==> config.mk <==
export PLATFORM = sky130hd
export DESIGN_NAME = rwcm_post
export DESIGN_NICKNAME = d
export VERILOG_FILES = /design/src/rtl/rwcm_pkg.sv /design/src/rtl/rwcm_post.sv
export SDC_FILE = /design/constraint.sdc
export NUM_CORES = 1
export LEC_CHECK = 0
export ABC_CLOCK_PERIOD_IN_PS = 9850
export BUFFER_PORTS_ARGS = -buffer_cell sky130_fd_sc_hd__buf_4
export CAP_MARGIN = 0
export CORE_ASPECT_RATIO = 1.1
export CORE_MARGIN = 10
export CORE_UTILIZATION = 40
export CTS_CLUSTER_DIAMETER = 60
export DETAILED_ROUTE_END_ITERATION = 8
export PLACE_DENSITY = 0.68
export SETUP_SLACK_MARGIN = 0.2
export SYNTH_ARGS = -nofsm -noshare
export SYNTH_HDL_FRONTEND = slang
export SYNTH_SLANG_ARGS = --single-unit
==> constraint.sdc <==
create_clock -name i_clk -period 9.85 [get_ports i_clk]
set_input_delay 0.985 -clock i_clk [delete_from_list [all_inputs] [get_ports i_clk]]
set_output_delay 0.985 -clock i_clk [all_outputs]
set_load 0.005 [all_outputs]
==> src/rtl/rwcm_pkg.sv <==
`timescale 1ns / 1ps

package rwcm_pkg;

    localparam int DATA_W  = 32;
    localparam int N_STEPS = DATA_W;

    localparam logic [4:0] MODE_CHECK  = 5'd1;
    localparam logic [4:0] MODE_CLAMP  = 5'd2;
    localparam logic [4:0] MODE_REPEAT = 5'd4;
    localparam logic [4:0] MODE_MIRROR = 5'd8;

    typedef struct packed {
        logic                     need_div;
        logic                     mirror;
        logic                     neg;
        logic signed [DATA_W-1:0] lo;
        logic signed [DATA_W-1:0] hi;
        logic        [DATA_W-1:0] span;
        logic signed [DATA_W-1:0] byp_val;
        logic                     byp_hdl;
    } t_ctx;

    typedef struct packed {
        logic [DATA_W-1:0] rem;
        logic [DATA_W-1:0] dq;
    } t_div;

endpackage

==> src/rtl/rwcm_post.sv <==
`timescale 1ns / 1ps

module rwcm_post (
    input  logic                              i_clk,
    input  logic                              i_rst_n,
    input  logic                              i_valid,
    output logic                              o_ready,
    input  rwcm_pkg::t_ctx                    i_ctx,
    input  rwcm_pkg::t_div                    i_div,
    output logic                              o_valid,
    input  logic                              i_ready,
    output logic signed [rwcm_pkg::DATA_W-1:0] o_value_out,
    output logic                              o_handled
);

    localparam int W = rwcm_pkg::DATA_W;

    logic                r_valid;
    logic signed [W-1:0] r_val;
    logic                r_hdl;
    logic signed [W-1:0] n_val;
    logic                n_hdl;

    logic         w_adj;
    logic         w_use_hi;
    logic [W-1:0] w_lo_r;
    logic [W-1:0] w_hi_r;

    assign w_adj    = i_ctx.neg && (i_div.rem != '0);
    assign w_use_hi = w_adj ^ (i_ctx.mirror && (i_div.dq[0] ^ w_adj));
    assign w_lo_r   = i_ctx.lo + i_div.rem;
    assign w_hi_r   = i_ctx.hi - i_div.rem;

    always_comb begin
        if (i_ctx.need_div) begin
            n_val = w_use_hi ? w_hi_r : w_lo_r;
            n_hdl = 1'b1;
        end else begin
            n_val = i_ctx.byp_val;
            n_hdl = i_ctx.byp_hdl;
        end
    end

    assign o_ready = !r_valid || i_ready;

    always_ff @(posedge i_clk) begin
        if (!i_rst_n) begin
            r_valid <= 1'b0;
        end else if (o_ready) begin
            r_valid <= i_valid;
        end
    end

    always_ff @(posedge i_clk) begin
        if (o_ready && i_valid) begin
            r_val <= n_val;
            r_hdl <= n_hdl;
        end
    end

    assign o_valid     = r_valid;
    assign o_value_out = r_val;
    assign o_handled   = r_hdl;

endmodule

==> metrics.md <==
| Metric | Value |
|---|---|
| Status | finished clean |
| Leak Pwr | 0.003092 µW |
| Post-synth EDFFs | 33 |
| Rows | 42 |
| Layout cells sized above 1 | 25.52% |
| Syn Area/Cell | 7.992 µm² |
| Cts bufs inserted | 5 |
| Final hold slack | 0.5525 ns |
| DR vias | 5148 |
| First-pass GRT wire length | 25.75 mm |
| Die H | 136.0 µm |
| Max clock buf depth | 2 |
| CP max stage cell | fa_1 |
| DPL Wire Length | 14.31 mm |
| # IOs | 235 |
| Critical-path cell list | buf_4 > ha_1 > fa_1 > a21o_1 > a221oi_4 > a311oi_4 > nor3_4 > o31ai_4 > a31oi_4 > nor2_2 > or4_1 > a32oi_1 > a21oi_1 |
| HP Start | o_valid |
| CTS clk-pin slew, worst paths | 0.05 ns |
| Area Growth Syn to Fin | 32.26% |
| DIE WIDTH | 125.4 µm |
| Sink Count | 34 |
| Reg area | 0.001011 mm² |
| Post_cts resized | 0 |
| Fin cells | 930 |
| Synth area leaders | edfxtp_1 (20%), ha_1 (16%), a21oi_1 (8.2%) |
| FF-to-FF setup slack | 8.59 ns |
| Reg2reg path depth | 3 |
| CTS tree | done |
| Synth Flop Type | edfxtp_1 |
| Asr flop ratio synth | 0% |
| Initial Util | 40.82% |
| Synthesized instance count | 612 |
| Post-synth top area share | 20.26% |
| DR iter-0 viols | 385 |
| Setup CP Type | input port to register |
| Largest area contributor in the netlist | edfxtp_1 |
| Ant diodes | 0 |
| H-tree levels | 2 |
| I/O Buffers | 171 |
| NetSw | 246.1 µW |
| Sequential share of power | 26.5% |
| # hold bufs at CTS | 0 |
| Clk_lat worst skew | 0.27 ns |
| Startpoint types | input port |
| Pre-CTS WS | 5.520 ns |
| Synth Warn # | 0 |
| Worst setup margin | 5.744 ns |
| Vias in the first global route | 5087 |
| Yosys cell types | 66 |
| Clock Skews | 0.003651 ns |
| Period minus WS final | 4.106 ns |
| CP arrival | 4.11 ns |
| Worst hold stages | 2 |
| R2R Path End | o_value_out[1] |
| Count leader, synth | a21oi_1 |
| Pwr Density | 106.2 mW/mm² |
| RSZ-0062 raised after global routing | false |
| Root Driver | clkbuf_16 |
| Multi-input logic area | 0.003654 mm² |
| Initial antenna violation count | 0 |
| Final period util | 41.69% |
| FF-to-FF Start | o_valid |
| Crit end category | register |
| Cell Area, Placed | 0.006321 mm² |
| Fin Setup TNS | 0 ns |
| Critical Path Fanout Max | 5 |
| Fin area | 0.006469 mm² |
| Syn_nets | 876 |
| Sequential fraction of the synthesis area | 20.67% |
| Switching Fraction | 35.82% |
| RD Place Congestion | 0.9369 |
| Largest net degree at the start of global routing | 58 |
| Clk pwr share | 21.8% |
| Routed wire per std cell | 17.96 µm |
| Max incr delay on CP | 0.41 ns |
| Maxcap violations | 0 |
| Synth top cells by count | a21oi_1 (80), ha_1 (62), nor2_1 (52) |
| Vias per Instance | 5.535 |
| Routed Antenna Nets | 0 |
| Final wirelength | 16.70 mm |
| Worst Path Required | 9.85 ns |
| Final Hold Viols | 0 |
| Mapped Area | 0.004891 mm² |
| Setup-failing EPs final | 0 |
| Core ar. | 0.01198 mm² |
| Comb pwr share | 51.7% |
| WHS Endpoint | o_valid |
| GR Util All Layers | 18.09% |
| Fmax achieved | 0.2435 GHz |
| Dpl cells | 922 |
| Setup Buffers After CTS | 0 |
| Internal power | 441.1 µW |
| First drt pass iteration count | 8 |
| Worst Max-Slew Pin Slew | 0.5129 ns |
| DRC viols | 0 |
| Post-synthesis register bit count | 34 |
| Pins over their slew limit | 0 |
| Final nets | 1039 |
| Worst-case vdd ir drop | 97.29 µV |
| Fill cells | 1190 |
| Rel. slew slack | 65.51% |
| Die ar. | 0.01706 mm² |
| Grt total ovfl | 0 |
| HP Class | register to register |
final cells by class:
type                            instances  area share [%]
Clock buffer                            7           2.205
Sequential cell                        34           15.63
Multi-Input combinational cell        517           56.48
Clock inverter                          1         0.07737
Timing Repair Buffer                  173           20.08
Inverter                               44           2.553
Tap cell                              154           2.979
state kept, by name (all words and copies together) (netlist names):
name and cells:
o_handled 1, o_valid 1, o_value_out 32
worst max path at each step:
stage / from / endpoint / slack (ns) / cells past startpoint
2_1_floorplan: i_ctx[97] / o_value_out[26] / 6.02 / 12
3_3_place_gp: i_div[32] / o_value_out[26] / 5.54 / 13
3_5_place_dp: i_div[32] / o_value_out[26] / 5.52 / 13
4_1_cts: i_div[32] / o_value_out[26] / 5.79 / 13
5_1_grt: i_div[32] / o_value_out[26] / 5.62 / 13
6_report: i_div[32] / o_value_out[26] / 5.74 / 13
logic make-up after synthesis:
group                      Yosys count  synth area share, %
muxes                                2               0.4093
DFF                                 34                20.67
adders and majority gates           64                16.68
and+or+nand+nor                    177                17.63
AOI/OAI and AO/OA                  221                30.42
xor gates and xnor gates            53                9.491
buffers and inverters               61                4.707
critical path: cells and delay by family:
| family | cells | cell delay [ns] |
|---|---|---|
| AOI/OAI and AO/OA | 7 | 1.61 |
| adders and majority gates | 2 | 0.61 |
| buffers and inverters | 1 | 0.13 |
| and+or+nand+nor | 3 | 0.75 |
layer usage:
metal | global-route usage [%] | part of all wire [%] | vias up
met5 | 0 | 0 | -
met4 | 4.289 | 1.4 | 0
met3 | 2.610 | 6.5 | 18
met2 | 29.93 | 47 | 191
met1 | 24.22 | 45 | 2355
li1 | - | - | 2584
through the flow:
stage | utilization [%] | power, µW
CTS | 53.99 | 685.3
finish | 53.99 | 687.2
floorplan | - | 403.0
detailed placement | 52.76 | 533.4
global placement | 52.76 | 527.2
global route | 53.99 | 733.1
power by group through the flow:
stage               logic (µW)  clock network, µW  registers [µW]
floorplan                  217                  0             186
global placement           343                  0             184
detailed placement         348                  0             185
CTS                        350                153             182
global route               390                160             183
finish                     355                150             182
cell usage in the layout, fill, tap and decap left out, types with 3 or more instances in the layout:
cell type	n
a211oi_1	4
and3_1	9
nand2_1	51
ha_1	62
clkbuf_16	5
o21a_1	8
xor2_1	27
a21oi_1	80
nand2b_1	10
o211ai_1	5
edfxtp_1	33
o21ai_0	36
o31a_1	3
nor4_1	9
o221ai_1	4
a211o_1	3
nor2_1	52
nand3_1	6
buf_4	173
xnor2_1	26
a21o_1	33
inv_1	43
a31oi_1	10
o31ai_1	4
and2_1	5
nor3_1	7
nor2b_1	5
nand4_1	10
Note: power is estimated with default switching activity, not from simulation.
