### src/rtl/rwcm_pkg.sv
`timescale 1ns / 1ps

package rwcm_pkg;

    localparam int DATA_W  = 32;
    localparam int N_STEPS = DATA_W;

    localparam logic [4:0] MODE_CHECK  = 5'd1;
    localparam logic [4:0] MODE_CLAMP  = 5'd2;
    localparam logic [4:0] MODE_REPEAT = 5'd4;
    localparam logic [4:0] MODE_MIRROR = 5'd8;

    typedef struct packed {
        logic                     need_div;
        logic                     mirror;
        logic                     neg;
        logic signed [DATA_W-1:0] lo;
        logic signed [DATA_W-1:0] hi;
        logic        [DATA_W-1:0] span;
        logic signed [DATA_W-1:0] byp_val;
        logic                     byp_hdl;
    } t_ctx;

    typedef struct packed {
        logic [DATA_W-1:0] rem;
        logic [DATA_W-1:0] dq;
    } t_div;

endpackage

### src/rtl/rwcm_pre.sv
`timescale 1ns / 1ps

module rwcm_pre (
    input  logic                              i_clk,
    input  logic                              i_rst_n,
    input  logic                              i_valid,
    output logic                              o_ready,
    input  logic                              i_pass_through,
    input  logic [4:0]                        i_mode,
    input  logic signed [rwcm_pkg::DATA_W-1:0] i_range_low,
    input  logic signed [rwcm_pkg::DATA_W-1:0] i_range_high,
    input  logic signed [rwcm_pkg::DATA_W-1:0] i_value_in,
    output logic                              o_valid,
    input  logic                              i_ready,
    output rwcm_pkg::t_ctx                    o_ctx,
    output rwcm_pkg::t_div                    o_div
);

    localparam int W = rwcm_pkg::DATA_W;

    logic           r_valid;
    rwcm_pkg::t_ctx r_ctx;
    rwcm_pkg::t_div r_div;
    rwcm_pkg::t_ctx n_ctx;
    rwcm_pkg::t_div n_div;

    logic signed [W:0] w_span;
    logic signed [W:0] w_d;
    logic signed [W:0] w_dn;
    logic              w_span_pos;
    logic              w_ge_lo;
    logic              w_lt_hi;
    logic              w_inside;

    assign w_span     = {i_range_high[W-1], i_range_high} - {i_range_low[W-1], i_range_low};
    assign w_d        = {i_value_in[W-1], i_value_in} - {i_range_low[W-1], i_range_low};
    assign w_dn       = {i_range_low[W-1], i_range_low} - {i_value_in[W-1], i_value_in};
    assign w_span_pos = !w_span[W] && (w_span != '0);
    assign w_ge_lo    = i_value_in >= i_range_low;
    assign w_lt_hi    = i_value_in < i_range_high;
    assign w_inside   = w_ge_lo && w_lt_hi;

    always_comb begin
        n_ctx.need_div = 1'b0;
        n_ctx.mirror   = 1'b0;
        n_ctx.neg      = w_d[W];
        n_ctx.lo       = i_range_low;
        n_ctx.hi       = i_range_high;
        n_ctx.span     = w_span[W-1:0];
        n_ctx.byp_val  = i_value_in;
        n_ctx.byp_hdl  = 1'b0;
        n_div.rem      = '0;
        n_div.dq       = w_d[W] ? w_dn[W-1:0] : w_d[W-1:0];
        if (i_pass_through) begin
            n_ctx.byp_hdl = 1'b1;
        end else begin
            unique case (i_mode)
                rwcm_pkg::MODE_CHECK: begin
                    n_ctx.byp_hdl = w_inside;
                end
                rwcm_pkg::MODE_CLAMP: begin
                    n_ctx.byp_hdl = 1'b1;
                    if (!w_ge_lo) begin
                        n_ctx.byp_val = i_range_low;
                    end else if (!w_lt_hi) begin
                        n_ctx.byp_val = i_range_high;
                    end
                end
                rwcm_pkg::MODE_REPEAT: begin
                    if (w_inside) begin
                        n_ctx.byp_hdl = 1'b1;
                    end else begin
                        n_ctx.need_div = w_span_pos;
                    end
                end
                rwcm_pkg::MODE_MIRROR: begin
                    n_ctx.need_div = w_span_pos;
                    n_ctx.mirror   = 1'b1;
                end
                default: begin
                    n_ctx.byp_hdl = 1'b0;
                end
            endcase
        end
    end

    assign o_ready = !r_valid || i_ready;

    always_ff @(posedge i_clk) begin
        if (!i_rst_n) begin
            r_valid <= 1'b0;
        end else if (o_ready) begin
            r_valid <= i_valid;
        end
    end

    always_ff @(posedge i_clk) begin
        if (o_ready && i_valid) begin
            r_ctx <= n_ctx;
            r_div <= n_div;
        end
    end

    assign o_valid = r_valid;
    assign o_ctx   = r_ctx;
    assign o_div   = r_div;

endmodule

### config.mk
export PLATFORM = sky130hd
export DESIGN_NAME = rwcm_pre
export DESIGN_NICKNAME = d
export VERILOG_FILES = /design/src/rtl/rwcm_pkg.sv /design/src/rtl/rwcm_pre.sv
export SDC_FILE = /design/constraint.sdc
export NUM_CORES = 1
export LEC_CHECK = 0
export BUFFER_PORTS_ARGS = -buffer_cell sky130_fd_sc_hd__buf_2
export CAP_MARGIN = 15
export CORE_ASPECT_RATIO = 0.9
export CORE_MARGIN = 2
export CORE_UTILIZATION = 59
export DETAILED_ROUTE_END_ITERATION = 6
export HOLD_SLACK_MARGIN = 0.15
export PLACE_DENSITY_LB_ADDON = 0.25
export SYNTH_ARGS = -nofsm -noshare
export SYNTH_HDL_FRONTEND = slang
export SYNTH_SLANG_ARGS = --single-unit
export TNS_END_PERCENT = 5
### constraint.sdc
create_clock -name i_clk -period 11.6 [get_ports i_clk]
set_input_delay 0 -clock i_clk [delete_from_list [all_inputs] [get_ports i_clk]]
set_output_delay 0 -clock i_clk [all_outputs]
set_load 0.01 [all_outputs]
==> metrics, run 1 <==
Die Y=141 microns; setup tns final=0 ns; FF-to-FF Start=o_valid$_SDFFE_PN0N_; clk buf depth=2; Ys Warns=0; Wirelength per Cell=22.2 microns; most frequent CP cell=nor4_1; hold path startpoint=i_mode[0]; RSZ-0062 raised after global routing=no; Port Buffers=271; Yosys top cell by area=edfxtp_1; drc violations=0; status=complete, no violations; synth unique cells=92; Total Power=1.96 mW; Hold Vio Cnt, Final=0; register area share after synthesis=40.0%; vias in the first global route=11128; largest net degree at the start of global routing=82; Leak=7.07 nW; via count=11817; synth top area cells=edfxtp_1 (40%), ha_1 (13%), a21oi_1 (4.5%); DR iter-0 viols=1254; Critical Path Max Stage Delay=0.64 ns; FMAX=228 MHz; gpl congestion=1.01; Crit Path Max Fanout=20; antenna viol nets, final=0; # setup viols final=0; maximum vdd drop=0.0000936 V; critical path required time=11.87 ns; multi-input logic area=0.00662 sq mm; predominant post-synthesis flop cell=edfxtp_1; Power Dens Cells=127 mW/mm^2; Post-Syn Instances=1265; DR vias/cell=6.24; initial core utilization=59.8%; Final #Nets=1853; most common cell after layout, fill and taps aside=buf_2; final WL=42000 microns; Crit. Startpoint=i_range_low[26]; CP top delay family=simple AND/OR/NAND/NOR gates; Slew @ Worst Pin=1.08 ns; Root Driver=clkbuf_16; # H-tree levels=4; Syn Area/Cell=9.77 sq um; Slowest-stage cell, CP=nor4_1; Post-synth ARST share=0%; first-pass GRT wire length=63200 microns; # IOs=304; TritonCTS Buffers=17; CTS tree=built; die span in x=157 microns; total core area=0.0206 sq mm; Sink Count=165; slew margin rel.=27.8%; Worst Setup End Kind=register; Pre-Repair DR Iteration Count=6; later-pin clock latency in the skew report=0.44 ns; crit path DAT=4.66 ns; WS Path Type=input pin to register; FF+latch area=0.00494 sq mm; final setup skew=0.0111 ns; crit path buf inv count=4; clock slew at reported path FFs=0.07 ns; crit path cell chain=dlygate4sd3_1 -> buf_2 -> inv_1 -> ha_1 -> nand2_1 -> nor4_4 -> nand2b_1 -> nand3b_1 -> nor4_1 -> nor4_1 -> a21oi_4 -> nor3b_4 -> buf_4 -> a22oi_1 -> o21ai_1; initial antenna violation count=2; Area Growth Syn to Fin=24.7%; Synth top area share=39.9%; crit share post-route=37.8%; Final Max Tran Viols=0; Max Cap Violations=0; DP Wirelength=30900 microns; most frequent cells in the layout=buf_2 (271), edfxtp_1 (164), ha_1 (127); grt ovf=0; Total GRT Usage=37.7%; Setup crit start kind=input pin; #FFs+latches synth=165; Syn Std Cell Area=0.0124 sq mm; Post-synth EDFFs=164; Hold WC Path Type=input pin to register; ratio of cells with drive above 1 in the final layout=21.1%; die area=0.0221 sq mm; minimum clock period=4.39 ns; Cell Rows=50; Fillers=1518
power by group:
group	internal (mW)	total (mW)	switching [mW]
logic	0.238	0.617	0.378
registers	0.738	0.754	0.0164
clock network	0.308	0.585	0.278
total	1.28	1.96	0.672
flip-flops by register name (all words and copies together) (netlist names):
name / flops
o_valid: 1
o_div: 32
o_ctx: 132
kinds of logic after synthesis:
group                      Yosys count  share of synthesized area [%]
other                                1                         0.0304
xor gates and xnor gates            50                           3.61
muxes                               13                           1.13
adders and majority gates          130                           13.3
buffers and inverters              202                           7.53
AOI/OAI and AO/OA                  426                           23.1
and+or+nand+nor                    278                           11.3
DFF                                165                           40.0
worst register-to-register path: cells and delay by family, from the launching register on:
kind / cells / cell delay (ns)
buf+inv: 1 / 0.78
flops: 1 / 0.31
simple gates: 2 / 0.25
cell type report:
type	count	share of cell area, %
multi-input combinational	929	43.0
sequential	165	32.1
inverter	123	3.00
clock buffer	18	2.79
tap	260	2.11
timing repair buffer	381	15.9
clock inverter	14	1.08
antenna	4	0.0650
synthesized netlist by cell type, drive strengths merged (4+ instances only):
| cell type | n |
|---|---|
| edfxtp | 164 |
| ha | 127 |
| inv | 123 |
| a21oi | 119 |
| o21ai | 89 |
| nand2 | 81 |
| a21o | 71 |
| nor2 | 66 |
| buf | 56 |
| a22oi | 31 |
| xnor2 | 30 |
| clkbuf | 23 |
| nand2b | 20 |
| xor2 | 20 |
| o21bai | 18 |
| nand3 | 17 |
| nand4 | 16 |
| nor3 | 16 |
| nor2b | 13 |
| a211oi | 11 |
| a31oi | 11 |
| and2 | 10 |
| nor4 | 10 |
| or3 | 10 |
| o211ai | 9 |
| a31o | 8 |
| mux2i | 8 |
| o31ai | 7 |
| mux2 | 5 |
| o21a | 5 |
| a2111oi | 4 |
| a211o | 4 |
| a21boi | 4 |
| or2 | 4 |
layer usage:
layer | track usage (%) | up-vias | routed length (microns)
li1 | - | 5289 | -
met1 | 54.6 | 5588 | 17700
met2 | 54.8 | 818 | 17900
met3 | 9.87 | 122 | 4990
met4 | 13.5 | 0 | 1460
met5 | 0 | - | 0
final timing paths:
kind         cells after the start  slack (ns)                     end
max                             15        7.21      o_ctx[8]$_DFFE_PP_
min                              4        0.21  o_ctx[0]$_SDFFCE_PP1P_
max reg2reg                      3        9.77     o_div[20]$_DFFE_PP_
min reg2reg                      3        1.11    o_valid$_SDFFE_PN0N_
what timing repair did:
item	4_1_cts	5_1_grt
hold endpoints to repair	108	0
buffers inserted	0	0
resized for setup	0	0
hold buffers	104	0
metrics by stage:
step | area, sq um | utilization (%) | setup WS [ns] | std cells | hold slack [ns]
final | 15400 | 74.6 | 7.21 | 1894 | 0.205
after global routing | 15400 | 74.6 | 7.07 | 1892 | 0.218
after CTS | 15400 | 74.6 | 7.42 | 1890 | 0.169
after detailed placement | 13800 | 66.6 | 7.53 | 1754 | 0.218
after global placement | 13800 | 66.6 | 7.58 | 1754 | 0.216
after floorplan | 12500 | - | 6.78 | 1296 | 0.0989
No activity file was read; power rests on OpenSTA's default activity.
==> run 2: changes to the inputs <==
--- a/config.mk
+++ b/config.mk
@@ -5,11 +5,12 @@
 export SDC_FILE = /design/constraint.sdc
 export NUM_CORES = 1
 export LEC_CHECK = 0
+export ABC_AREA = 1
 export BUFFER_PORTS_ARGS = -buffer_cell sky130_fd_sc_hd__buf_2
 export CAP_MARGIN = 15
 export CORE_ASPECT_RATIO = 0.9
 export CORE_MARGIN = 2
-export CORE_UTILIZATION = 59
+export CORE_UTILIZATION = 51
 export DETAILED_ROUTE_END_ITERATION = 6
 export HOLD_SLACK_MARGIN = 0.15
 export PLACE_DENSITY_LB_ADDON = 0.25
==> constraint.sdc (replaced) <==
create_clock -name i_clk -period 4 [get_ports i_clk]
set_input_delay 0 -clock i_clk [delete_from_list [all_inputs] [get_ports i_clk]]
set_output_delay 0 -clock i_clk [all_outputs]
set_load 0.01 [all_outputs]
==> run 2 against run 1 <==
Compared with the run above:
- die area up 32%
- first-iteration DRC count up 16%
- power rose to 3.0 times the previous value
- register-to-register slack got worse by 7.6 ns
==> metrics, run 2 <==
Ys Warns=0; post_cts resized=0; clock share of power=28.8%; final WL=49800 microns; Critical Path Max Stage Delay=0.56 ns; compound-gate portion of the synthesized area=11.8%; worst slack at placement=1.24 ns; # diodes=0; later-pin clock latency in the skew report=0.46 ns; most frequent CP cell=nand2_1; Syn Area/Cell=7.37 sq um; drc violations=0; Yosys top cell by area=edfxtp_1; RSZ-0062 raised after global routing=no; Die Y=162 microns; DR iter-0 viols=1453; met3 routed WL=4480 microns; most frequent cells in the layout=nand2_1 (571), inv_1 (318), buf_2 (271); Syn Std Cell Area=0.0142 sq mm; switching part of the total=36.6%; Hold WC Path Type=input pin to register; fin worst setup slack=0.748 ns; Max Cap Violations=0; FMAX=308 MHz; Slew @ Worst Pin=1.13 ns; # setup viols final=0; WS Path Type=input pin to register; DP Wirelength=39200 microns; routed wl met2=21700 microns; Post-synth EDFFs=164; Leak=8.94 nW; count of non-filler cells in the finished layout=2652; CTS tree=built; final setup skew=0.0145 ns; Comb power frac=34.5%; Core Util, Final=63.8%; initial antenna violation count=0; Slowest-stage cell, CP=dlygate4sd3_1; Wirelength per Cell=18.8 microns; largest net degree at the start of global routing=64; Setup crit start kind=input pin; total core area=0.0272 sq mm; Final #Nets=2522; #FFs+latches synth=165; highest metal used=met4; antenna viol nets, final=0; Area Growth Syn to Fin=22.0%; setup tns final=0 ns; # H-tree levels=4; Total GRT Usage=33.5%; Cell Int Power=3.73 mW; Synth Area in Simple Gates=25.8%; status=complete, no violations; initial core utilization=52.3%; Power Dens Cells=339 mW/mm^2; via count=14163; DP Cell Count=2514; # IOs=304; DR vias/cell=5.34; synth unique cells=51; maximum vdd drop=0.000297 V; die span in x=180 microns; Post-Route M1 WL=22100 microns; Crit Path Max Fanout=19; Sink Count=165; max FFs per register=132; post-synthesis adder-cell area fraction=11.6%; crit share post-route=81.3%; Total Power=5.88 mW; Root Driver=clkbuf_16; die area=0.0292 sq mm; Final Max Tran Viols=0; largest family of logic cells by synthesized area=simple AND/OR/NAND/NOR gates; clock slew at reported path FFs=0.09 ns; Post-synth ARST share=0%; Sequential Power Share=36.7%; Cell Rows=57; TritonCTS Buffers=17; gpl congestion=1.02; Post-Syn Instances=1930; grt ovf=0; predominant post-synthesis flop cell=edfxtp_1; slew margin rel.=24.9%; Hold Vio Cnt, Final=0; register area share after synthesis=34.8%; most common cell after layout, fill and taps aside=nand2_1; top-count cell post-synth=nand2_1; crit path DAT=3.45 ns; vias in the first global route=13469; mux cell area share after synthesis=0%; Synth top area share=34.6%; Synth Area in XOR/XNOR=3.57%; Post-synth top cells=nand2_1 (571), inv_1 (318), edfxtp_1 (164), a21oi_1 (151), ha_1 (127); Net Sw Power=2.15 mW; synth top area cells=edfxtp_1 (35%), nand2_1 (15%), ha_1 (11%); Pre-Repair DR Iteration Count=6; Port Buffers=271; clk buf depth=2; critical path required time=4.20 ns; Worst Setup End Kind=register; first-pass GRT wire length=75000 microns; crit path cell chain=dlygate4sd3_1 -> buf_2 -> inv_1 -> ha_1 -> a21oi_1 -> nand2_1 -> a21oi_1 -> nand3_2 -> nand2_1 -> nand2_1 -> nand2_1 -> nand2_4 -> inv_4 -> nand3_2 -> o211ai_2 -> nand2_1 -> dlygate4sd3_1; ratio of cells with drive above 1 in the final layout=15.2%; minimum clock period=3.25 ns
run 2: cell types whose count changed after synthesis, moves of 29 or more:
| cell | delta |
|---|---|
| nand3_1 | +101 |
| a21o_1 | -67 |
| a21oi_1 | +40 |
| inv_1 | +195 |
| a21boi_1 | +29 |
| o21ai_1 | -37 |
| nand2_1 | +491 |
| a22oi_1 | -31 |
| nor2_1 | +57 |
run 2: final cells by class:
type	instances	area, sq um
clock buffers	20	437
well taps	354	443
repair buffers	389	2550
flip-flops and latches	165	4940
multi-input cells	1389	7620
clock inverters	11	128
inverters	324	1220
fillers	2457	9830
run 2: power by group through the flow:
stage | Clock (mW) | Sequential, mW | Combinational (mW)
finish | 1.69 | 2.16 | 2.03
global route | 1.77 | 2.17 | 2.22
CTS | 1.70 | 2.16 | 1.99
detailed placement | 0 | 2.20 | 1.90
global placement | 0 | 2.19 | 1.89
floorplan | 0 | 2.29 | 1.20
run 2: worst paths after layout:
path,slack [ns],startpoint,to,cells past startpoint
setup / recovery,0.75,i_range_low[12],o_ctx[32]$_DFFE_PP_,17
hold / removal,0.16,i_ready,o_div[26]$_DFFE_PP_,3
setup reg to reg,2.17,o_valid$_SDFFE_PN0N_,o_ctx[35]$_DFFE_PP_,2
hold reg to reg,0.83,o_valid$_SDFFE_PN0N_,o_div[26]$_DFFE_PP_,1
run 2: metal layers:
metal | vias to the layer above | global-route usage [%]
li1 | 6881 | -
met1 | 6500 | 45.6
met2 | 673 | 51.4
met3 | 109 | 9.35
met4 | 0 | 11.2
met5 | - | 0
run 2: cells by family after synthesis:
| family | after synthesis |
|---|---|
| DFF | 165 |
| buffers and inverters | 407 |
| adders and majority gates | 130 |
| and+or+nand+nor | 879 |
| AOI/OAI and AO/OA | 290 |
| xor gates and xnor gates | 58 |
| other | 1 |
run 2: repair_timing:
| item | 4_1_cts | 5_1_grt |
|---|---|---|
| endpoints found under the hold margin | 122 | 0 |
| hold buffers | 107 | 0 |
| endpoints found under the setup margin | 0 | 0 |
| buffers inserted | 0 | 0 |
run 2: through the flow:
stage	cell area, sq um	hold slack, ns
5_1_grt	17300	0.209
2_1_floorplan	14300	0.0989
6_report	17300	0.161
3_3_place_gp	15700	0.214
3_5_place_dp	15700	0.216
4_1_cts	17300	0.165
run 2: critical path: cells and delay by family:
kind / cells / cell delay, ns
buf+inv: 5 / 1.60
simple gates: 8 / 0.82
compound gates: 3 / 0.58
fa+ha+maj: 1 / 0.44
