$ cat config.mk
export PLATFORM = sky130hd
export DESIGN_NAME = rwcm_cell
export DESIGN_NICKNAME = d
export VERILOG_FILES = /design/src/rtl/rwcm_pkg.sv /design/src/rtl/rwcm_cell.sv
export SDC_FILE = /design/constraint.sdc
export NUM_CORES = 1
export LEC_CHECK = 0
export BUFFER_PORTS_ARGS = -buffer_cell sky130_fd_sc_hd__buf_2
export CORE_AREA = 3 3 154 156
export DETAILED_ROUTE_END_ITERATION = 8
export DIE_AREA = 0 0 157 159
export GPL_TIMING_DRIVEN = 0
export PLACE_DENSITY = 0.66
export SETUP_SLACK_MARGIN = 0.15
export SLEW_MARGIN = 20
export SYNTH_ARGS = -nofsm -noshare
export SYNTH_HDL_FRONTEND = slang
export SYNTH_SLANG_ARGS = --single-unit
$ cat constraint.sdc
create_clock -name i_clk -period 7.99 [get_ports i_clk]
set_input_delay 1.1985 -clock i_clk [delete_from_list [all_inputs] [get_ports i_clk]]
set_output_delay 1.1985 -clock i_clk [all_outputs]
set_load 0.005 [all_outputs]
$ cat src/rtl/rwcm_pkg.sv
`timescale 1ns / 1ps

package rwcm_pkg;

    localparam int DATA_W  = 32;
    localparam int N_STEPS = DATA_W;

    localparam logic [4:0] MODE_CHECK  = 5'd1;
    localparam logic [4:0] MODE_CLAMP  = 5'd2;
    localparam logic [4:0] MODE_REPEAT = 5'd4;
    localparam logic [4:0] MODE_MIRROR = 5'd8;

    typedef struct packed {
        logic                     need_div;
        logic                     mirror;
        logic                     neg;
        logic signed [DATA_W-1:0] lo;
        logic signed [DATA_W-1:0] hi;
        logic        [DATA_W-1:0] span;
        logic signed [DATA_W-1:0] byp_val;
        logic                     byp_hdl;
    } t_ctx;

    typedef struct packed {
        logic [DATA_W-1:0] rem;
        logic [DATA_W-1:0] dq;
    } t_div;

endpackage

$ cat src/rtl/rwcm_cell.sv
`timescale 1ns / 1ps

module rwcm_cell (
    input  logic           i_clk,
    input  logic           i_rst_n,
    input  logic           i_valid,
    output logic           o_ready,
    input  rwcm_pkg::t_ctx i_ctx,
    input  rwcm_pkg::t_div i_div,
    output logic           o_valid,
    input  logic           i_ready,
    output rwcm_pkg::t_ctx o_ctx,
    output rwcm_pkg::t_div o_div
);

    localparam int W = rwcm_pkg::DATA_W;

    logic           r_valid;
    rwcm_pkg::t_ctx r_ctx;
    rwcm_pkg::t_div r_div;
    rwcm_pkg::t_div n_div;

    logic [W+1:0] w_trial;
    logic         w_ge;

    assign w_trial = {1'b0, i_div.rem, i_div.dq[W-1]} - {2'b00, i_ctx.span};
    assign w_ge    = !w_trial[W+1];

    always_comb begin
        n_div.rem = w_ge ? w_trial[W-1:0] : {i_div.rem[W-2:0], i_div.dq[W-1]};
        n_div.dq  = {i_div.dq[W-2:0], w_ge};
    end

    assign o_ready = !r_valid || i_ready;

    always_ff @(posedge i_clk) begin
        if (!i_rst_n) begin
            r_valid <= 1'b0;
        end else if (o_ready) begin
            r_valid <= i_valid;
        end
    end

    always_ff @(posedge i_clk) begin
        if (o_ready && i_valid) begin
            r_ctx <= i_ctx;
            r_div <= n_div;
        end
    end

    assign o_valid = r_valid;
    assign o_ctx   = r_ctx;
    assign o_div   = r_div;

endmodule

==> metrics.yaml, run 1 <==
synth:
  async_flop_share_pct: 0
  syn_avg_cell_area_um2: 15.9
  yosys.area_share.adder_pct: 5.04
  syn_area_mm2: 0.00834
  synth_top_area_cell: "edfxtp_1"
  synth_mux_area_share_pct: 5.49
  synth-xor-area-share_pct: 2.52
  synth_top_area_share_pct: 70.6
  synth_edf_count: 196
  synth_flop_cell: "edfxtp_1"
  yosys.area_share.simple_pct: 5.15
  ys_seq_area_share_pct: 70.8
  ys_seq_elements: 197
  ys_types: 55
  ys_warn_count: 0
  synth.area.top_cells: "edfxtp_1, ha_1, mux2_4"
  synth_top_family_by_area: "compound AO/OA/AOI/OAI gates"
  synth_nets: 756
  synth-compound-area-share_pct: 8.12
  syn-instance-count: 523
critical_path:
  r2r_cells: 5
  crit_fanout: 4
  timing.rr.end: "o_ctx[121]"
  critPathSlowestCell: "o41a_1"
  timing.rr.start: "o_valid"
  crit_required_ns: 8.17
  critPathKind: "input port to flip-flop"
  critPathMaxStageDelay_ns: 0.48
  cp-start-kind: "input port"
  rrSetupSlack_ns: 6.00
  critPathMostFrequentCell: "inv_1"
  crit_path_end_kind: "flip-flop"
  cp_cell_sequence: "buf_2, inv_1, ha_1, inv_1, fa_1, a211oi_1, o211a_1, o31ai_1, o41a_1, a41oi_1, o21ai_0, a21boi_0, mux2_4"
  critPathArrivalTime_ns: 4.15
cts:
  cts-buffers-inserted: 17
  cts_buffer_depth: 2
  clkSinkCount: 197
  htree_levels: 4
  cts_tree: "done"
  path_clk_slew_ns: 0.07
  ctsResizeCount: 0
  cts-hold-fix-buffers: 0
  clk_latency_ns: 0.44
  postCtsSetupBuffers: 0
  cts-root-buf: "clkbuf_16"
cells_and_area:
  utilization_pct: 50.6
  final_layout_size_suffix_gt1_share_pct: 49.9
  syn2layout_area_growth_pct: 36.7
  final_common_cell: "buf_2"
  final_cell_mix: "buf_2, edfxtp_1, inv_1"
  postLayoutCellArea_mm2: 0.0114
  fin_nets: 1176
  final_cell_count_no_fill: 1246
power:
  p_total_mw: 2.51
  p_leak_nw: 5.05
  ir_drop_v: 0.000143
  power_density_mw_per_mm2: 221
routing:
  drcViolationCount: 0
  routed_wl_um: 24700
  firstDrtPassIters: 5
  via_per_inst: 4.83
  drt-wirelength-per-cell_um: 19.8
  vias: 6024
  drt_iter0_drc: 291
  drtAntennaViolNets: 0
timing:
  finalHoldViolCount: 0
  fin_ws_ns: 4.01
  rsz0062_at_grt: "false"
  worstMarginPinSlew_ns: 0.557
  period_minus_slack_ns: 3.98
  fin_crit_sh_pct: 49.8
  fmax_mhz: 251
  max_slew_margin_pct: 62.4
  whs_ns: 0.575
  finalMaxSlewViolations: 0
  setup_tns_ns: 0
  finalSetupViolCount: 0
  fin_skew_ns: 0.0116
floorplan:
  core_region_area_mm2: 0.0225
  dieArea_mm2: 0.0250
  fp.dieW_um: 157
  rows: 55
  die_y_um: 159
  pin_count: 398
  start_util_pct: 37.0
placed_design:
  pre_cts_slack_ns: 3.59
  io_buffer_count: 397
  post_dp_cell_area_mm2: 0.0108
  hpwl_um: 19600
  dp.cells: 1209
  gp_congestion: 0.859
hold_path:
  hold_depth: 2
  hp-start: "o_valid"
  holdPathEnd: "o_valid"
  hold_class: "flip-flop to flip-flop"
run_status:
  status: "completed"
grt:
  gr-total-overflow: 0
  grt_pass1_vias: 6065
  track_usage_pct: 19.2
  grt_max_degree: 55
  grt_pass1_wl_um: 36000
  antenna_found_initial: 6
run:
  cap_violations: 0
[area by class of cell]
class                      instances  area [um2]
tap                              285         357
buffer                             8        82.6
clock buffer                      18         429
fill                            1994       11100
sequential                       197        5910
antenna                            5        12.5
inverter                          41         154
clock inverter                    14         175
multi-input combinational        277        2200
timing repair buffer             401        2080
[flip-flops by register name, summed over array words and instances (netlist names)]
register  count
o_div        64
o_ctx       132
o_valid       1
[report_power, final]
group          internal (mW)  switching [mW]  total, mW
registers               1.23          0.0158       1.24
logic                  0.202           0.208      0.411
clock network          0.426           0.432      0.858
total                   1.86           0.657       2.51
[kinds of logic after synthesis]
logic type                 after synthesis
muxes                                   33
and+or+nand+nor                         86
xor gates and xnor gates                24
DFF                                    197
adders and majority gates               33
buffers and inverters                   49
AOI/OAI and AO/OA                      101
[worst max-delay path, delay by kind of cell]
kind	cells	cell delay [ns]
AOI/OAI and AO/OA	7	1.88
adders and majority gates	2	0.59
muxes	1	0.27
buffers and inverters	3	0.21
[worst max path at each step]
stage	start	end	slack (ns)	cells after the start
2_1_floorplan	i_ready	o_ctx[0]	1.58	2
3_3_place_gp	i_ready	o_ctx[53]	-0.37	3
3_5_place_dp	i_div[31]	o_div[60]	3.59	13
4_1_cts	i_div[31]	o_div[60]	4.04	13
5_1_grt	i_div[31]	o_div[54]	3.68	13
6_report	i_div[31]	o_div[60]	4.01	13
[cell usage after synthesis, drive strengths merged (2+ instances only)]
cell,count
nand4,6
or2,3
nor4,2
buf,8
a21oi,32
mux2,27
o21bai,4
or3,3
nor2,18
nand2b,6
nand2,25
o211ai,3
o31ai,6
nor3,4
mux2i,6
ha,32
a21o,7
a41oi,2
a211oi,5
o21a,6
nand3,6
edfxtp,196
xor2,7
a31oi,3
o21ai,17
nor2b,3
xnor2,17
a21boi,4
and3,5
and4,2
inv,41
and2,2
[layer usage]
metal	wire length, um	track usage (%)	up-vias
met5	41	0	-
met4	507	5.41	6
met2	12800	34.1	264
met3	2250	7.37	29
met1	9070	21.2	2872
li1	-	-	2853
(Power assumes the default switching activity.)
==> run 2: changes to the inputs <==
==> constraint.sdc (replaced) <==
create_clock -name i_clk -period 4 [get_ports i_clk]
set_input_delay 0.6 -clock i_clk [delete_from_list [all_inputs] [get_ports i_clk]]
set_output_delay 0.6 -clock i_clk [all_outputs]
set_load 0.005 [all_outputs]
==> run 2 against run 1 <==
Against the previous run: worst setup slack lost 3.5 ns; flip-flop and latch count is the same; global-route usage is essentially flat; critical path type unchanged; critical endpoint unchanged.
==> metrics.yaml, run 2 (synthesized netlist as in run 1, its figures left out) <==
run_status:
  status: "completed"
power:
  p_leak_nw: 5.06  # +0.18%
  p_total_mw: 5.07  # +100%
  ir_drop_v: 0.000304  # +110%
  power_density_mw_per_mm2: 445  # +100%
cells_and_area:
  utilization_pct: 50.7  # +0.067 points
  final_layout_size_suffix_gt1_share_pct: 49.9  # unchanged
  final_common_cell: "buf_2"
  n_fill_cell: 1930  # -3.2%
  syn2layout_area_growth_pct: 36.9
  final_cell_count_no_fill: 1243  # -0.24%
  largest_reg_flops: 132  # unchanged
  postLayoutCellArea_mm2: 0.0114  # +0.13%
  fin_nets: 1176  # unchanged
  final_cell_mix: "buf_2, edfxtp_1, inv_1"
timing:
  finalMaxSlewViolations: 0  # unchanged
  finalHoldViolCount: 0  # unchanged
  worstMarginPinSlew_ns: 0.585  # +0.0279 ns
  fin_skew_ns: 0.00806  # -0.00350 ns
  period_minus_slack_ns: 3.47
  rsz0062_at_grt: "false"
  max_slew_margin_pct: 60.7  # -1.7 points
  finalSetupViolCount: 0  # unchanged
  fin_crit_sh_pct: 86.7
  fmax_mhz: 288
floorplan:
  core_region_area_mm2: 0.0225  # unchanged
  dieArea_mm2: 0.0250  # unchanged
  rows: 55  # unchanged
  pin_count: 398  # unchanged
  start_util_pct: 37.0  # unchanged
  die_y_um: 159  # unchanged
  fp.dieW_um: 157  # unchanged
cts:
  ctsResizeCount: 0  # unchanged
  cts_tree: "done"
  cts-hold-fix-buffers: 0  # unchanged
  htree_levels: 4  # unchanged
  cts-buffers-inserted: 17  # unchanged
  clkSinkCount: 197  # unchanged
  postCtsSetupBuffers: 0  # unchanged
  clk_latency_ns: 0.43  # about the same
  cts-root-buf: "clkbuf_16"
  path_clk_slew_ns: 0.09  # +0.02 ns
  cts_buffer_depth: 2  # unchanged
critical_path:
  critPathKind: "input port to flip-flop"
  crit_start: "i_div[31]"
  critPathArrivalTime_ns: 3.65  # -0.50 ns
  rrSetupSlack_ns: 2.09  # -3.91 ns
  timing.rr.end: "o_ctx[118]"
  crit_required_ns: 4.18  # -3.99 ns
  r2r_cells: 5  # unchanged
  cp-start-kind: "input port"
  timing.rr.start: "o_valid"
  crit_path_end_kind: "flip-flop"
  crit_fanout: 4  # unchanged
routing:
  drtAntennaViolNets: 0  # unchanged
  vias: 6017  # -0.12%
  drt_iter0_drc: 360  # +24%
  via_per_inst: 4.84  # +0.12%
  drt-wirelength-per-cell_um: 19.8  # +0.12%
  routed_wl_um: 24600  # -0.12%
  drcViolationCount: 0  # unchanged
  firstDrtPassIters: 4  # -1
placed_design:
  gp_congestion: 0.821  # -4.4%
  dp.cells: 1209  # unchanged
  hpwl_um: 19600  # +0.22%
  post_dp_cell_area_mm2: 0.0108  # about the same
  io_buffer_count: 397  # unchanged
hold_path:
  hp-start: "i_ctx[103]"
  hold_depth: 1  # -1
  hold_class: "input port to flip-flop"
  holdPathEnd: "o_ctx[103]"
grt:
  grt_pass1_vias: 6034  # -0.51%
  track_usage_pct: 19.2  # about the same
  antenna_found_initial: 3  # -3
  grt_max_degree: 56  # +1.8%
  gr-total-overflow: 0  # unchanged
  grt_pass1_wl_um: 36100  # +0.29%
run:
  cap_violations: 0  # unchanged
## run 2: cell types whose count changed in the layout (fill, tap and decap cells not counted), sizes merged
cell    change
inv         +1
diode       -3
clkinv      -1
## run 2: per-layer routing
metal | track usage (%) | part of all wire [%] | vias up
li1 | - | - | 2851
met1 | 21.5 | 37 | 2865
met2 | 33.1 | 50 | 253
met3 | 7.26 | 8.9 | 44
met4 | 7.04 | 3.4 | 4
met5 | 0 | 0.085 | -
## run 2: worst max-delay path by stage
stage	to	slack, ns	cells after the start
2_1_floorplan	o_ctx[0]	0.40	2
3_3_place_gp	o_ctx[53]	-0.65	3
3_5_place_dp	o_div[60]	0.17	13
4_1_cts	o_div[60]	0.62	13
5_1_grt	o_div[60]	0.37	13
6_report	o_div[60]	0.53	13
## run 2: area by class of cell
cell class	instances	area (um2)	area share, %
Clock inverter	14	190	1.67
Buffer	8	82.6	0.724
Multi-Input combinational cell	277	2200	19.3
Tap cell	285	357	3.13
Clock buffer	18	429	3.76
Antenna cell	2	5.00	0.0439
Timing Repair Buffer	401	2090	18.3
Inverter	41	154	1.35
Sequential cell	197	5910	51.8
## run 2: power breakdown
group	internal (mW)	switching, mW
combinational	0.405	0.418
sequential	2.45	0.0313
clock	0.865	0.899
## run 2: metrics by stage
stage | setup TNS [ns] | setup WS (ns) | hold slack, ns
after floorplan | 0 | 0.395 | 0.536
after global placement | -122.24 | -0.655 | 0.512
after detailed placement | 0 | 0.174 | 0.529
after CTS | 0 | 0.621 | 0.309
after global routing | 0 | 0.367 | 0.309
final | 0 | 0.532 | 0.334
## run 2: critical path, stage by stage
cell	delay [ns]
buf_2	0.09
inv_1	0.06
ha_1	0.17
inv_1	0.06
fa_1	0.42
a211oi_1	0.36
o211a_1	0.25
o31ai_1	0.14
o41a_1	0.50
a41oi_1	0.43
o21ai_0	0.14
a21boi_0	0.16
mux2_4	0.27
==> run 3: changes to the inputs <==
--- a/config.mk
+++ b/config.mk
@@ -5,12 +5,11 @@
 export SDC_FILE = /design/constraint.sdc
 export NUM_CORES = 1
 export LEC_CHECK = 0
-export BUFFER_PORTS_ARGS = -buffer_cell sky130_fd_sc_hd__buf_2
-export CORE_AREA = 3 3 154 156
+export CORE_AREA = 3 3 152 154
 export DETAILED_ROUTE_END_ITERATION = 8
-export DIE_AREA = 0 0 157 159
+export DIE_AREA = 0 0 155 157
+export DONT_BUFFER_PORTS = 1
 export GPL_TIMING_DRIVEN = 0
-export PLACE_DENSITY = 0.66
 export SETUP_SLACK_MARGIN = 0.15
 export SLEW_MARGIN = 20
 export SYNTH_ARGS = -nofsm -noshare
==> run 3 against run 2 <==
Against the previous run: utilization shrank 7.7 points; non-clock buffer count shrank 398; cell area shrank 18%; largest cell class unchanged; hold slack lost 0.073 ns; sequential share of layout area grew 11 points; clock power shrank 3%; first-iteration DRC count shrank 25%; critical endpoint unchanged; cell count shrank 33%; total power shrank 5.2%.
==> metrics.yaml, run 3 (synthesized netlist as in run 1, its figures left out) <==
run_status:
  status: "completed"
placed_design:
  post_dp_cell_area_mm2: 0.00877  # -19%
  pre_cts_slack_ns: 0.215  # +0.0412 ns
  gp_congestion: 0.855  # +4.1%
  hpwl_um: 18200  # -6.9%
  io_buffer_count: 0  # -100%
critical_path:
  critPathArrivalTime_ns: 3.55  # -0.10 ns
  crit_required_ns: 4.16  # -0.02 ns
  crit_end: "o_div[60]"
  crit_fanout: 4  # unchanged
  rrSetupSlack_ns: 2.39  # +0.30 ns
  crit_path_end_kind: "flip-flop"
  timing.rr.end: "o_ctx[114]"
  r2r_cells: 3  # -2
  timing.rr.start: "o_valid"
  cp-start-kind: "input port"
  crit_start: "i_div[31]"
  critPathKind: "input port to flip-flop"
timing:
  max_slew_margin_pct: 59.3  # -1.4 points
  fin_crit_sh_pct: 84.7  # -2.0 points
  finalMaxSlewViolations: 0  # unchanged
  period_minus_slack_ns: 3.39  # -0.0792 ns
  fin_skew_ns: 0.0103  # +0.00223 ns
  rsz0062_at_grt: "false"
  setup_tns_ns: 0  # unchanged
  worstMarginPinSlew_ns: 0.605  # +0.0203 ns
  finalHoldViolCount: 0  # unchanged
  whs_ns: 0.261  # -0.0727 ns
  fin_ws_ns: 0.611  # +0.0792 ns
  finalSetupViolCount: 0  # unchanged
  fmax_mhz: 295  # +2.3%
cells_and_area:
  multiInputGateArea_mm2: 0.00220  # unchanged
  postLayoutCellArea_mm2: 0.00938  # -18%
  syn2layout_area_growth_pct: 12.5
  final_layout_size_suffix_gt1_share_pct: 14.2  # -36 points
  final_cell_mix: "edfxtp_1, inv_1, ha_1"
  largest_reg_flops: 132  # unchanged
  area.sequential_mm2: 0.00591  # unchanged
  fin_nets: 778  # -34%
  n_fill_cell: 1931  # +0.052%
  final_common_cell: "edfxtp_1"
power:
  p_total_mw: 4.81  # -5.2%
  power_density_mw_per_mm2: 512  # +15%
  p_leak_nw: 3.48  # -31%
  ir_drop_v: 0.000328  # +8.0%
grt:
  gr-total-overflow: 0  # unchanged
  antenna_found_initial: 2  # -1
  grt_pass1_vias: 4694  # -22%
  track_usage_pct: 18.1  # -1.1 points
  grt_pass1_wl_um: 32200  # -11%
  grt_max_degree: 63  # +13%
cts:
  clkSinkCount: 197  # unchanged
  cts-hold-fix-buffers: 0  # unchanged
  clk_latency_ns: 0.42  # about the same
  path_clk_slew_ns: 0.09  # about the same
  cts-root-buf: "clkbuf_16"
  htree_levels: 4  # unchanged
  cts_tree: "done"
  cts-buffers-inserted: 17  # unchanged
  postCtsSetupBuffers: 0  # unchanged
  ctsResizeCount: 0  # unchanged
  cts_buffer_depth: 2  # unchanged
floorplan:
  start_util_pct: 38.2  # +1.2 points
  rows: 54  # -1.8%
  dieArea_mm2: 0.0243  # -2.5%
  core_region_area_mm2: 0.0218  # -3.0%
  die_y_um: 157  # -1.3%
  pin_count: 398  # unchanged
  fp.dieW_um: 155  # -1.3%
routing:
  wl_met3_um: 2520  # +15%
  top_layer_used: "met4"
  firstDrtPassIters: 5  # +1
  drt_iter0_drc: 271  # -25%
  via_per_inst: 5.44  # +12%
  drcViolationCount: 0  # unchanged
  vias: 4568  # -24%
  drt-wirelength-per-cell_um: 27.7  # +40%
  drtAntennaViolNets: 0  # unchanged
  wl_met1_um: 8510  # -7.5%
  dr_wl_met2_um: 11500  # -6.8%
  routed_wl_um: 23300  # -5.6%
run:
  cap_violations: 0  # unchanged
hold_path:
  hold_depth: 0  # -1
  hold_class: "input port to flip-flop"
run 3: area by class of cell:
type                    count  area share [%]
flip-flops and latches    197            63.0
multi-input cells         277            23.4
clock buffers              17            4.53
well taps                 280            3.73
clock inverters            15            1.93
inverters                  41            1.64
repair buffers              3           0.880
plain buffers               8           0.880
diodes                      1          0.0267
run 3: layer usage:
metal | vias to the layer above | track usage, %
met5 | - | 0
met4 | 0 | 6.31
met3 | 26 | 8.85
met2 | 238 | 29.9
met1 | 2265 | 20.6
li1 | 2039 | -
run 3: worst max-delay path: stages:
cell      delay, ns
inv_1          0.05
ha_1           0.17
inv_1          0.06
fa_1           0.42
a211oi_1       0.41
o211a_1        0.25
o31ai_1        0.14
o41a_1         0.49
a41oi_1        0.42
o21ai_0        0.14
a21boi_0       0.15
mux2_4         0.26
run 3: metrics by stage:
| step | cells | utilization (%) |
|---|---|---|
| global route | 838 | 43.0 |
| global placement | 803 | 39.8 |
| finish | 839 | 43.0 |
| CTS | 838 | 43.0 |
| floorplan | 523 | - |
| detailed placement | 806 | 40.2 |
run 3: how the worst min path moves through the flow:
stage | startpoint | endpoint | slack [ns]
final | i_ctx[52] | o_ctx[52] | 0.26
after global routing | i_ctx[53] | o_ctx[53] | 0.23
after CTS | i_ctx[40] | o_ctx[40] | 0.24
after detailed placement | o_valid | o_valid | 0.61
after global placement | o_valid | o_valid | 0.58
after floorplan | o_valid | o_valid | 0.54
run 3: report_power, final:
group          internal (mW)  switching, mW  leakage, nW
Combinational          0.249          0.286         1.28
Sequential              2.46          0.101         1.90
Clock                  0.848          0.861        0.292
Total                   3.56           1.25         3.48
